<file path="config.mk">
export PLATFORM = sky130hd
export DESIGN_NAME = trend_pattern_kmp_matcher_core
export DESIGN_NICKNAME = d
export VERILOG_FILES = /design/src/sv/tpkm_pkg.sv /design/src/sv/tpkm_ram.sv /design/src/sv/tpkm_front.sv /design/src/sv/tpkm_queue.sv /design/src/sv/tpkm_back.sv /design/src/sv/trend_pattern_kmp_matcher_core.sv
export SDC_FILE = /design/constraint.sdc
export NUM_CORES = 1
export LEC_CHECK = 0
export ABC_AREA = 1
export BUFFER_PORTS_ARGS = -buffer_cell sky130_fd_sc_hd__buf_2
export CAP_MARGIN = 10
export CORE_AREA = 2 2 272 207
export CTS_CLUSTER_SIZE = 12
export DETAILED_ROUTE_END_ITERATION = 12
export DIE_AREA = 0 0 274 209
export PLACE_DENSITY_LB_ADDON = 0.1
export REMOVE_ABC_BUFFERS = 1
export SYNTH_ARGS = -nofsm -noshare
export SYNTH_HDL_FRONTEND = slang
export SYNTH_HIERARCHICAL = 1
export SYNTH_SLANG_ARGS = --single-unit
</file>
<file path="constraint.sdc">
create_clock -name clk -period 7.45 [get_ports clk]
set_input_delay 1.49 -clock clk [delete_from_list [all_inputs] [get_ports clk]]
set_output_delay 1.49 -clock clk [all_outputs]
set_load 0.01 [all_outputs]
</file>
<file path="src/sv/tpkm_pkg.sv">
// shared types and constants for the trend pattern kmp matcher
`default_nettype none

package tpkm_pkg;

    // item opcodes
    localparam logic [1:0] OP_CLEAR  = 2'd0;
    localparam logic [1:0] OP_APPEND = 2'd1;
    localparam logic [1:0] OP_SAMPLE = 2'd2;
    localparam logic [1:0] OP_NOP    = 2'd3;

    // trend symbols
    localparam logic [1:0] SYM_G     = 2'd0;
    localparam logic [1:0] SYM_L     = 2'd1;
    localparam logic [1:0] SYM_E     = 2'd2;
    localparam logic [1:0] SYM_OTHER = 2'd3;

    // width of the reported prefix length
    localparam int PLEN_W = 7;

    // depth of the command queue between front and back
    localparam int Q_DEPTH = 2;

    // classified command handed from front to back
    typedef struct packed {
        logic [1:0] op;
        logic [1:0] sym;
        logic       step;
    } tpkm_cmd_t;

endpackage

`default_nettype wire

</file>
<file path="src/sv/tpkm_ram.sv">
// generic single write port ram with registered read
`default_nettype none

module tpkm_ram #(
    parameter int WIDTH = 8,
    parameter int DEPTH = 64
) (
    input  wire logic                                   clk,
    input  wire logic                                   wr_en,
    input  wire logic [((DEPTH > 1) ? $clog2(DEPTH) : 1)-1:0] wr_addr,
    input  wire logic [WIDTH-1:0]                       wr_data,
    input  wire logic [((DEPTH > 1) ? $clog2(DEPTH) : 1)-1:0] rd_addr,
    output logic      [WIDTH-1:0]                       rd_data
);

    logic [WIDTH-1:0] mem [DEPTH];

    // write port and registered read
    always_ff @(posedge clk)
    begin
        if (wr_en)
        begin
            mem[wr_addr] <= wr_data;
        end
        rd_data <= mem[rd_addr];
    end

endmodule

`default_nettype wire

</file>
<file path="src/sv/tpkm_front.sv">
// front end: accepts items, forms trend symbols, pushes commands
`default_nettype none

module tpkm_front
    import tpkm_pkg::*;
(
    input  wire logic               clk,
    input  wire logic               rst_n,
    input  wire logic               in_valid,
    output logic                    in_stall,
    input  wire logic [1:0]         opcode,
    input  wire logic [1:0]         pattern_symbol,
    input  wire logic signed [31:0] sample_value,
    input  wire logic               q_full,
    output logic                    q_push,
    output tpkm_cmd_t               q_data
);

    logic signed [31:0] prev_sample_reg;
    logic               have_prev_reg;
    logic [1:0]         trend_sym;

    assign in_stall = q_full;
    assign q_push   = in_valid && !q_full;

    // compare with the previous sample
    always_comb
    begin
        if (sample_value > prev_sample_reg)
        begin
            trend_sym = SYM_G;
        end
        else if (sample_value < prev_sample_reg)
        begin
            trend_sym = SYM_L;
        end
        else
        begin
            trend_sym = SYM_E;
        end
    end

    // classify the item
    always_comb
    begin
        q_data.op   = opcode;
        q_data.sym  = (opcode == OP_SAMPLE) ? trend_sym : pattern_symbol;
        q_data.step = have_prev_reg;
    end

    // previous sample tracking
    always_ff @(posedge clk or negedge rst_n)
    begin
        if (!rst_n)
        begin
            have_prev_reg <= 1'b0;
        end
        else if (q_push)
        begin
            if (opcode == OP_CLEAR)
            begin
                have_prev_reg <= 1'b0;
            end
            else if (opcode == OP_SAMPLE)
            begin
                have_prev_reg <= 1'b1;
            end
        end
    end

    always_ff @(posedge clk)
    begin
        if (q_push && opcode == OP_SAMPLE)
        begin
            prev_sample_reg <= sample_value;
        end
    end

endmodule

`default_nettype wire

</file>
<file path="src/sv/tpkm_queue.sv">
// short command queue between front and back
`default_nettype none

module tpkm_queue
    import tpkm_pkg::*;
(
    input  wire logic      clk,
    input  wire logic      rst_n,
    input  wire logic      push,
    input  wire tpkm_cmd_t push_data,
    output logic           full,
    input  wire logic      pop,
    output logic           head_valid,
    output tpkm_cmd_t      head_data
);

    localparam int PW = (Q_DEPTH > 1) ? $clog2(Q_DEPTH) : 1;
    localparam int CNW = $clog2(Q_DEPTH + 1);

    tpkm_cmd_t        entry_reg [Q_DEPTH];
    logic [PW-1:0]    wr_ptr_reg;
    logic [PW-1:0]    rd_ptr_reg;
    logic [CNW-1:0]   count_reg;

    assign full       = (count_reg == CNW'(Q_DEPTH));
    assign head_valid = (count_reg != '0);
    assign head_data  = entry_reg[rd_ptr_reg];

    // pointers and fill level
    always_ff @(posedge clk or negedge rst_n)
    begin
        if (!rst_n)
        begin
            wr_ptr_reg <= '0;
            rd_ptr_reg <= '0;
            count_reg  <= '0;
        end
        else
        begin
            if (push)
            begin
                wr_ptr_reg <= (wr_ptr_reg == PW'(Q_DEPTH - 1)) ? '0 : wr_ptr_reg + PW'(1);
            end
            if (pop)
            begin
                rd_ptr_reg <= (rd_ptr_reg == PW'(Q_DEPTH - 1)) ? '0 : rd_ptr_reg + PW'(1);
            end
            if (push && !pop)
            begin
                count_reg <= count_reg + CNW'(1);
            end
            else if (pop && !push)
            begin
                count_reg <= count_reg - CNW'(1);
            end
        end
    end

    // entry storage
    always_ff @(posedge clk)
    begin
        if (push)
        begin
            entry_reg[wr_ptr_reg] <= push_data;
        end
    end

endmodule

`default_nettype wire

</file>
<file path="src/sv/tpkm_back.sv">
// back end: pattern build and kmp matcher stepping through the tables
`default_nettype none

module tpkm_back
    import tpkm_pkg::*;
#(
    parameter int MAX_PATTERN = 64
) (
    input  wire logic              clk,
    input  wire logic              rst_n,
    input  wire logic              head_valid,
    input  wire tpkm_cmd_t         head_data,
    output logic                   pop,
    output logic                   out_valid,
    input  wire logic              out_stall,
    output logic                   found,
    output logic                   matched_here,
    output logic                   pattern_overflow,
    output logic [PLEN_W-1:0]      partial_length
);

    localparam int AW = (MAX_PATTERN > 1) ? $clog2(MAX_PATTERN) : 1;
    localparam int CW = $clog2(MAX_PATTERN + 1);

    localparam logic ST_IDLE = 1'b0;
    localparam logic ST_WALK = 1'b1;

    logic          state_reg, state_next;
    logic [CW-1:0] count_reg, count_next;
    logic [CW-1:0] border_reg, border_next;
    logic [CW-1:0] match_reg, match_next;
    logic [CW-1:0] walk_reg, walk_next;
    logic          found_reg, found_next;
    logic          ovf_reg, ovf_next;
    logic          mode_app_reg, mode_app_next;
    logic [1:0]    sym_reg, sym_next;

    logic          out_valid_reg, out_valid_next;
    logic          out_found_reg, out_found_next;
    logic          out_here_reg, out_here_next;
    logic          out_ovf_reg, out_ovf_next;
    logic [CW-1:0] out_len_reg, out_len_next;

    logic          out_free;
    logic          emit;
    logic          here;
    logic [CW-1:0] rd_l;
    logic [CW-1:0] l_new;
    logic          fall;

    logic          ps_we;
    logic [AW-1:0] ps_waddr;
    logic [1:0]    ps_wdata;
    logic [1:0]    ps_rdata;
    logic          ft_we;
    logic [AW-1:0] ft_waddr;
    logic [CW-1:0] ft_wdata;
    logic [CW-1:0] ft_rdata;

    assign out_free = !out_valid_reg || !out_stall;
    assign fall     = (walk_reg != '0) && (ps_rdata != sym_reg);
    assign l_new    = walk_reg + CW'(ps_rdata == sym_reg);

    // pattern symbol store
    tpkm_ram #(
        .WIDTH (2),
        .DEPTH (MAX_PATTERN)
    ) u_pattern_ram (
        .clk     (clk),
        .wr_en   (ps_we),
        .wr_addr (ps_waddr),
        .wr_data (ps_wdata),
        .rd_addr (rd_l[AW-1:0]),
        .rd_data (ps_rdata)
    );

    // failure table
    tpkm_ram #(
        .WIDTH (CW),
        .DEPTH (MAX_PATTERN)
    ) u_failure_ram (
        .clk     (clk),
        .wr_en   (ft_we),
        .wr_addr (ft_waddr),
        .wr_data (ft_wdata),
        .rd_addr (AW'(rd_l - CW'(1))),
        .rd_data (ft_rdata)
    );

    // sequencer
    always_comb
    begin
        state_next    = state_reg;
        count_next    = count_reg;
        border_next   = border_reg;
        match_next    = match_reg;
        walk_next     = walk_reg;
        found_next    = found_reg;
        ovf_next      = ovf_reg;
        mode_app_next = mode_app_reg;
        sym_next      = sym_reg;
        pop           = 1'b0;
        emit          = 1'b0;
        here          = 1'b0;
        rd_l          = walk_reg;
        ps_we         = 1'b0;
        ps_waddr      = count_reg[AW-1:0];
        ps_wdata      = head_data.sym;
        ft_we         = 1'b0;
        ft_waddr      = count_reg[AW-1:0];
        ft_wdata      = l_new;

        case (state_reg)
            ST_IDLE:
            begin
                rd_l = (head_data.op == OP_APPEND) ? border_reg : match_reg;
                if (head_valid && out_free)
                begin
                    pop = 1'b1;
                    case (head_data.op)
                        OP_CLEAR:
                        begin
                            count_next  = '0;
                            border_next = '0;
                            match_next  = '0;
                            found_next  = 1'b0;
                            ovf_next    = 1'b0;
                            emit        = 1'b1;
                        end
                        OP_APPEND:
                        begin
                            if (count_reg == CW'(MAX_PATTERN))
                            begin
                                ovf_next = 1'b1;
                                emit     = 1'b1;
                            end
                            else if (count_reg == '0)
                            begin
                                ps_we       = 1'b1;
                                ft_we       = 1'b1;
                                ft_wdata    = '0;
                                border_next = '0;
                                count_next  = CW'(1);
                                emit        = 1'b1;
                            end
                            else
                            begin
                                ps_we         = 1'b1;
                                walk_next     = border_reg;
                                mode_app_next = 1'b1;
                                sym_next      = head_data.sym;
                                state_next    = ST_WALK;
                            end
                        end
                        OP_SAMPLE:
                        begin
                            if (!head_data.step || found_reg || count_reg == '0)
                            begin
                                emit = 1'b1;
                            end
                            else
                            begin
                                walk_next     = match_reg;
                                mode_app_next = 1'b0;
                                sym_next      = head_data.sym;
                                state_next    = ST_WALK;
                            end
                        end
                        default:
                        begin
                            emit = 1'b1;
                        end
                    endcase
                end
            end
            ST_WALK:
            begin
                if (fall)
                begin
                    // fall back through the failure table
                    walk_next = ft_rdata;
                    rd_l      = ft_rdata;
                end
                else
                begin
                    state_next = ST_IDLE;
                    emit       = 1'b1;
                    if (mode_app_reg)
                    begin
                        ft_we       = 1'b1;
                        border_next = l_new;
                        count_next  = count_reg + CW'(1);
                    end
                    else if (l_new >= count_reg)
                    begin
                        match_next = count_reg;
                        found_next = 1'b1;
                        here       = 1'b1;
                    end
                    else
                    begin
                        match_next = l_new;
                    end
                end
            end
            default:
            begin
                state_next = ST_IDLE;
            end
        endcase
    end

    // result register
    always_comb
    begin
        out_valid_next = out_valid_reg && out_stall;
        out_found_next = out_found_reg;
        out_here_next  = out_here_reg;
        out_ovf_next   = out_ovf_reg;
        out_len_next   = out_len_reg;
        if (emit)
        begin
            out_valid_next = 1'b1;
            out_found_next = found_next;
            out_here_next  = here;
            out_ovf_next   = ovf_next;
            out_len_next   = match_next;
        end
    end

    // control state
    always_ff @(posedge clk or negedge rst_n)
    begin
        if (!rst_n)
        begin
            state_reg     <= ST_IDLE;
            count_reg     <= '0;
            border_reg    <= '0;
            match_reg     <= '0;
            found_reg     <= 1'b0;
            ovf_reg       <= 1'b0;
            out_valid_reg <= 1'b0;
        end
        else
        begin
            state_reg     <= state_next;
            count_reg     <= count_next;
            border_reg    <= border_next;
            match_reg     <= match_next;
            found_reg     <= found_next;
            ovf_reg       <= ovf_next;
            out_valid_reg <= out_valid_next;
        end
    end

    // walk and result payload
    always_ff @(posedge clk)
    begin
        walk_reg      <= walk_next;
        mode_app_reg  <= mode_app_next;
        sym_reg       <= sym_next;
        out_found_reg <= out_found_next;
        out_here_reg  <= out_here_next;
        out_ovf_reg   <= out_ovf_next;
        out_len_reg   <= out_len_next;
    end

    assign out_valid        = out_valid_reg;
    assign found            = out_found_reg;
    assign matched_here     = out_here_reg;
    assign pattern_overflow = out_ovf_reg;
    assign partial_length   = PLEN_W'(out_len_reg);

endmodule

`default_nettype wire

</file>
<file path="src/sv/trend_pattern_kmp_matcher_core.sv">
// top level of the trend pattern kmp matcher
//
// channel  direction  handshake            payload
// input    in         in_valid / in_stall  opcode, pattern_symbol, sample_value
// result   out        out_valid / out_stall found, matched_here, pattern_overflow,
//                                          partial_length
//
// an accepted transaction enters the command queue in the cycle it is taken.
// clear, no-op, the first pattern symbol, an append to a full pattern, a first
// sample, a sample after a match and a sample with an empty pattern finish in the
// back-end idle state; any other append or sample goes on to the walk state, which
// steps through failure-table fallbacks via the registered read ports of the tables.
// reset is asynchronous; the tables hold no reset value and need no clearing.
// a stalled result holds in the output register; the queue takes input until full.
`default_nettype none

module trend_pattern_kmp_matcher_core
    import tpkm_pkg::*;
#(
    parameter int MAX_PATTERN = 64
) (
    input  wire logic               clk,
    input  wire logic               rst_n,
    input  wire logic               in_valid,
    output logic                    in_stall,
    input  wire logic [1:0]         opcode,
    input  wire logic [1:0]         pattern_symbol,
    input  wire logic signed [31:0] sample_value,
    output logic                    out_valid,
    input  wire logic               out_stall,
    output logic                    found,
    output logic                    matched_here,
    output logic                    pattern_overflow,
    output logic [PLEN_W-1:0]       partial_length
);

    logic      q_full;
    logic      q_push;
    tpkm_cmd_t q_push_data;
    logic      q_pop;
    logic      q_head_valid;
    tpkm_cmd_t q_head_data;

    // front end
    tpkm_front u_front (
        .clk            (clk),
        .rst_n          (rst_n),
        .in_valid       (in_valid),
        .in_stall       (in_stall),
        .opcode         (opcode),
        .pattern_symbol (pattern_symbol),
        .sample_value   (sample_value),
        .q_full         (q_full),
        .q_push         (q_push),
        .q_data         (q_push_data)
    );

    // command queue
    tpkm_queue u_queue (
        .clk        (clk),
        .rst_n      (rst_n),
        .push       (q_push),
        .push_data  (q_push_data),
        .full       (q_full),
        .pop        (q_pop),
        .head_valid (q_head_valid),
        .head_data  (q_head_data)
    );

    // back end
    tpkm_back #(
        .MAX_PATTERN (MAX_PATTERN)
    ) u_back (
        .clk              (clk),
        .rst_n            (rst_n),
        .head_valid       (q_head_valid),
        .head_data        (q_head_data),
        .pop              (q_pop),
        .out_valid        (out_valid),
        .out_stall        (out_stall),
        .found            (found),
        .matched_here     (matched_here),
        .pattern_overflow (pattern_overflow),
        .partial_length   (partial_length)
    );

endmodule

`default_nettype wire

</file>
* Yosys cells after proc, flatten, opt, wreduce, memory -nomap -nowiden
Memory sizes are Yosys's and may differ from the RTL's. A register that Yosys moved wholly into a read port is not among the register bits.
Index checks and enable logic that the tools add are counted.
** Word-level totals
- Flip-flop bits (word level) :: 82
- RAM bits :: 586
- Input bits :: 40
- Output and inout port bits :: 12
- Logic and storage cells :: 176
- Memories kept :: 3
** Memories
- u_back.u_failure_ram.mem :: words 64, bits a word 7, rd ports 1, clocked after memory_dff 1, write ports 1, line tpkm_ram.sv:16 : logic [WIDTH-1:0] mem [DEPTH];
- u_back.u_pattern_ram.mem :: words 64, bits a word 2, rd ports 1, clocked after memory_dff 1, write ports 1, line tpkm_ram.sv:16
- u_queue.entry_reg :: words 2, bits a word 5, rd ports 1, clocked after memory_dff 0, write ports 1, line tpkm_queue.sv:20 : tpkm_cmd_t entry_reg [Q_DEPTH];
** Cells by class
- $add $sub $neg :: 7
- $lt $le $gt $ge :: 3
- Equal/unequal tests :: 19
- Muxes and demuxes :: 95
- Bitwise operators :: 1
- Reduce and logical (&&, ||, !) cells :: 29
** Operator list (number)
- 2-to-1 mux 7 bit :: 25
- case mux 7 bit (2 select lines) :: 7
- 2-to-1 mux 1 bit :: 44
- > comparator 32 bit :: 1
- less-than comparator 32 bit :: 1
- 2-to-1 mux 2 bit :: 8
- case mux 1 bit (2 select lines) :: 8
- != test 3 bit, second input constant :: 4
- case mux 6 bit (2 select lines) :: 1
- AND reduction 6 bit :: 2
- != test 2 bit, second input constant :: 5
- nonzero test 2 bit :: 4
- adder 7 x 1 -> 7 bit :: 1
- adder 7 x 1 -> 7 bit, second input constant :: 1
- equality test 7 bit, second input constant :: 1
- greater-or-equal comparator 7 bit :: 1
- logical AND 1 bit :: 7
- zero test 7 bit :: 1
- nonzero test 7 bit :: 1
- equality test 2 bit, second input constant :: 3
- zero test 1 bit :: 6
- 2-to-1 mux 6 bit :: 1
- != test 3 x 2 -> 1 bit, second input constant :: 2
- subtractor 6 x 1 -> 6 bit, second input constant :: 1
- other kinds (14) :: 18

* Logic depth before layout (Yosys ltp)
An unclocked memory read counts as a cell.
- Depth in word-level cells :: 9
- Mapped depth :: 22
- Mapped depth without buffers :: 22

* Modules after synthesis
Netlist, hierarchy kept.
** Modules (own cells, without submodules)
- tpkm_ram (u_back.u_failure_ram) :: instances 1, cells each 1587, area each 18521.5 µm², seq. area each 13593.0 µm²
- tpkm_ram (u_back.u_pattern_ram) :: instances 1, cells each 520, area each 5614.1 µm², seq. area each 3883.7 µm²
- tpkm_back :: instances 1, cells each 344, area each 2939.1 µm², seq. area each 1226.2 µm²
- tpkm_front :: instances 1, cells each 197, area each 1981.9 µm², seq. area each 985.9 µm²
- tpkm_queue :: instances 1, cells each 41, area each 593.1 µm², seq. area each 400.4 µm²

* Least setup slack after synthesis
No wires, ideal clock.
- Kind :: in2reg
- Start :: in out_stall
- End :: mem u_back/u_failure_ram/mem[0][6] in the netlist's numbering (data pin)
- Library setup time :: 499 ps
- Arrival time :: 3520 ps
- Data required time :: 6951 ps
- Slack :: 3431 ps
- Stages on the path :: 7
- Buffers on the path :: 0
- Cells stage by stage :: nand2_1 -> and2_1 -> nand2_1 -> nor2_1 -> inv_1 -> nor2_1 -> nor2_1
** Between the ends
- Cells in the longest elaborated chain, start to end :: 5
** RTL lines
- start, declared :: line trend_pattern_kmp_matcher_core.sv:30 : input wire logic out_stall,
- zero test 1 bit :: line tpkm_back.sv:60 : assign out_free = !out_valid_reg || !out_stall;
- logical OR 1 bit :: line tpkm_back.sv:60
- logical AND 1 bit :: line tpkm_back.sv:117 : if (head_valid && out_free)
- 2-to-1 mux 7 bit :: line tpkm_back.sv:117
- 2-to-1 mux 7 bit :: line tpkm_back.sv:113 : case (state_reg)
- net u_back.ft_wdata[6] :: line tpkm_back.sv:57 : logic [CW-1:0] ft_wdata;
- end, declared :: line tpkm_ram.sv:16
The timed path passes the listed nets, and every way through them passes these cells.

==> results.toml <==
[timing]
final.setup.tns_ns = 0
layout_worst_path_cycle_share_pct = 71.66
setup_failing_eps_final = 0
slew_violations = 0
finClkSkew_ns = 0.02290
worst_hold_slack_ns = 0.4731
unrepaired_setup_endpoints_after_global_routing = "no"
tightest_slew_ns = 1.235
max_freq_mhz = 187.3
fin_hold_viols = 0
slew-limit-headroom_pct = 17.64
layout_min_cycle_time_ns = 5.339

[place]
routabilityCongestion = 0.8476
post_dp_cell_area_um2 = 30300
post-dp-hpwl_um = 44780
portBuffers = 51
placedCellCount = 3363

[synth]
post_synth_xor_area_fraction_pct = 0.4051
yosys_most_used_dff = "edfxtp_1"
synthesis.area_per_instance_um2 = 11.03
synth_compound_area_share_pct = 1.498
synth_adder_area_share_pct = 2.026
ys.warnings.count = 6
muxShareOfSynthArea_pct = 0.2532
ys_types = 47
synth.yosys.seq_area_share_pct = 67.76
number_of_synthesized_flops_with_an_enable_pin = 638
synthSimpleGateAreaFrac_pct = 23.69
post_synth_instance_area_um2 = 29650
postSynthRegisterBits = 677
synthesis.instances = 2689
synth_top_family_by_area = "simple AND/OR/NAND/NOR gates"
async_flop_share_pct = 4.431

[power_and_ir_drop]
ir_worst_vdd_v = 0.0003814
power.leakage_nw = 12.16
report.power.total_mw = 15.50
p_per_area_nw_per_um2 = 479.1

[clock_tree]
setup_bufs_post_cts = 0
cts_root_buffer = "clkbuf_16"
cts_hold_buffers = 0
clock_sinks = 677
clk_latency_ns = 0.61
cts_tree = "done"
htreeDepth = 3
post_cts_resized = 0
cts_buffers = 69
clk_pin_slew_worst_paths_ns = 0.06
max-clock-path-buffers = 3

[grt]
globalRouteOverflowTotal = 0
use_met2_pct = 39.41
grt_start_max_net_pins = 112
gr-max-usage-layer = "met1"
antenna_found_initial = 1
groute.layer.met3.usage_pct = 4.953
grt_pass1_wl_um = 115800
overall_track_demand_over_capacity_in_global_routing_pct = 26.44
grtUsageMet1_pct = 39.98
number_of_global_route_vias_before_repair = 19752

[layout]
synthToLayoutAreaGrowth_pct = 9.128
final_layout_size_suffix_gt1_share_pct = 8.473
final_design_area_no_fill_um2 = 32360
final_cell_mix = "nand2_1, edfxtp_1, nand3_1"
largest_reg_flops = 448
finish.net_count = 2791
antenna_cells = 0
layoutNonFillerInstCount = 3481
mostFrequentLayoutCell = "nand2_1"

[drt]
firstDrtPassIters = 8
vias_per_cell = 5.791
number_of_nets_with_antenna_violations_after_detailed_routing = 0
routed-via-count = 20157
drt_iter0_drc = 2455
routed_wire_length_per_instance_um = 21.41
total_routed_length_um = 74530
drc = 0

[critical_path]
critPathMaxFanout = 67
endpoint_kind = "register"
critical_path_required_ns = 7.95
timing.critical_path.from_type = "register"
crit_arrival_ns = 5.84
critical_path_class = "register to register"

[floorplanning]
die_width_um = 274
initial_utilization_pct = 53.92
core_um2 = 54990
number_of_standard_cell_rows_in_the_floorplan = 75
die_h_um = 209
io_pins = 52
floorplan_die_area_um2 = 57270

[run_status]
run_status = "completed"

[worst_hold_path]
timing.hold.worst.class = "register to register"

[run]
cap_viol_max_count = 0
-- worst paths after layout --
kind	from	slack, ns	depth (start not counted)	to
max reg2reg	u_queue/rd_ptr_reg	2.11	20	u_back/u_failure_ram/rd_data[0]
max	u_queue/rd_ptr_reg	2.11	20	u_back/u_failure_ram/rd_data[0]
max in group asynchronous	rst_n	6.01	1	u_back/border_reg[6]
min	u_queue/count_reg[1]	0.47	2	u_queue/count_reg[1]
min reg2reg	u_queue/count_reg[1]	0.47	2	u_queue/count_reg[1]
min in group asynchronous	rst_n	0.96	1	u_queue/count_reg[1]
-- critical path: stages, from the launching register on --
cell	delay, ns
dfrtp_1	0.54
mux2_4	0.34
inv_1	0.08
ha_1	0.26
inv_2	0.08
nor2_2	0.29
a22oi_1	0.15
nand3_2	0.10
buf_4	0.60
inv_6	0.16
ha_1	0.38
clkinv_2	0.08
buf_4	0.51
buf_4	0.65
nand3_1	0.19
nand3_1	0.15
nand2_1	0.07
nand2_1	0.05
nand3_1	0.18
nand3_1	0.21
nand2_1	0.06
-- through the flow --
step	utilization, %	setup WS [ns]
2_1_floorplan	-	-2.803
3_3_place_gp	55.10	2.290
3_5_place_dp	55.10	2.201
4_1_cts	58.84	2.222
5_1_grt	58.84	1.802
6_report	58.84	2.111
-- kinds of logic (layout without fill, tap and decap cells) --
family                   after synthesis  count (layout)
buffers and inverters                265             326
AND/OR/NAND/NOR                     1604            1604
AO/OA/AOI/OAI                         78              78
flip-flops                           677             677
XOR/XNOR                              12              12
adder cells (fa/ha/maj)               48              48
multiplexers                           5               5
-- report_power, final --
group / switching (mW) / leakage (nW) / internal [mW]
sequential: 0.153 / 6.26 / 5.12
combinational: 5.28 / 4.90 / 1.73
clock: 1.38 / 0.998 / 1.83
total: 6.82 / 12.2 / 8.68
-- area by class of cell --
class	count	area, µm²
fill	4536	22630
clock inverter	12	76.32
sequential	677	20090
tap	731	914.6
multi-input combinational	1747	8338
clock buffer	106	1979
inverter	130	500.5
timing repair buffer	78	457.9
-- synthesized netlist by cell type (5+ instances only) --
cell type / n / share of area (%)
buf_6: 13 / 0.49
nand3_2: 8 / 0.27
nor2_2: 5 / 0.11
inv_2: 16 / 0.20
dfxtp_1: 9 / 0.61
o21ai_1: 5 / 0.084
dfrtp_1: 30 / 2.5
nand3_1: 533 / 9.0
nand4_1: 33 / 0.70
buf_1: 8 / 0.10
a22oi_1: 6 / 0.15
nor2_1: 156 / 2.0
xor2_1: 9 / 0.27
nor4_1: 9 / 0.19
ha_1: 48 / 2.0
buf_2: 59 / 1.0
nand2_1: 834 / 11
clkbuf_1: 21 / 0.27
inv_1: 113 / 1.4
nand2_2: 6 / 0.13
buf_4: 34 / 0.86
a21oi_1: 26 / 0.44
edfxtp_1: 638 / 65
o22ai_1: 7 / 0.15
o21ai_0: 25 / 0.42
mux2_4: 5 / 0.25
-- layer usage --
| layer | share of wire [%] | wire [µm] |
|---|---|---|
| met1 | 45 | 33830 |
| met4 | 2.5 | 1869 |
| met3 | 8.1 | 6045 |
| met2 | 44 | 32770 |
| met5 | 0.015 | 11 |
(Power assumes the default switching activity.)
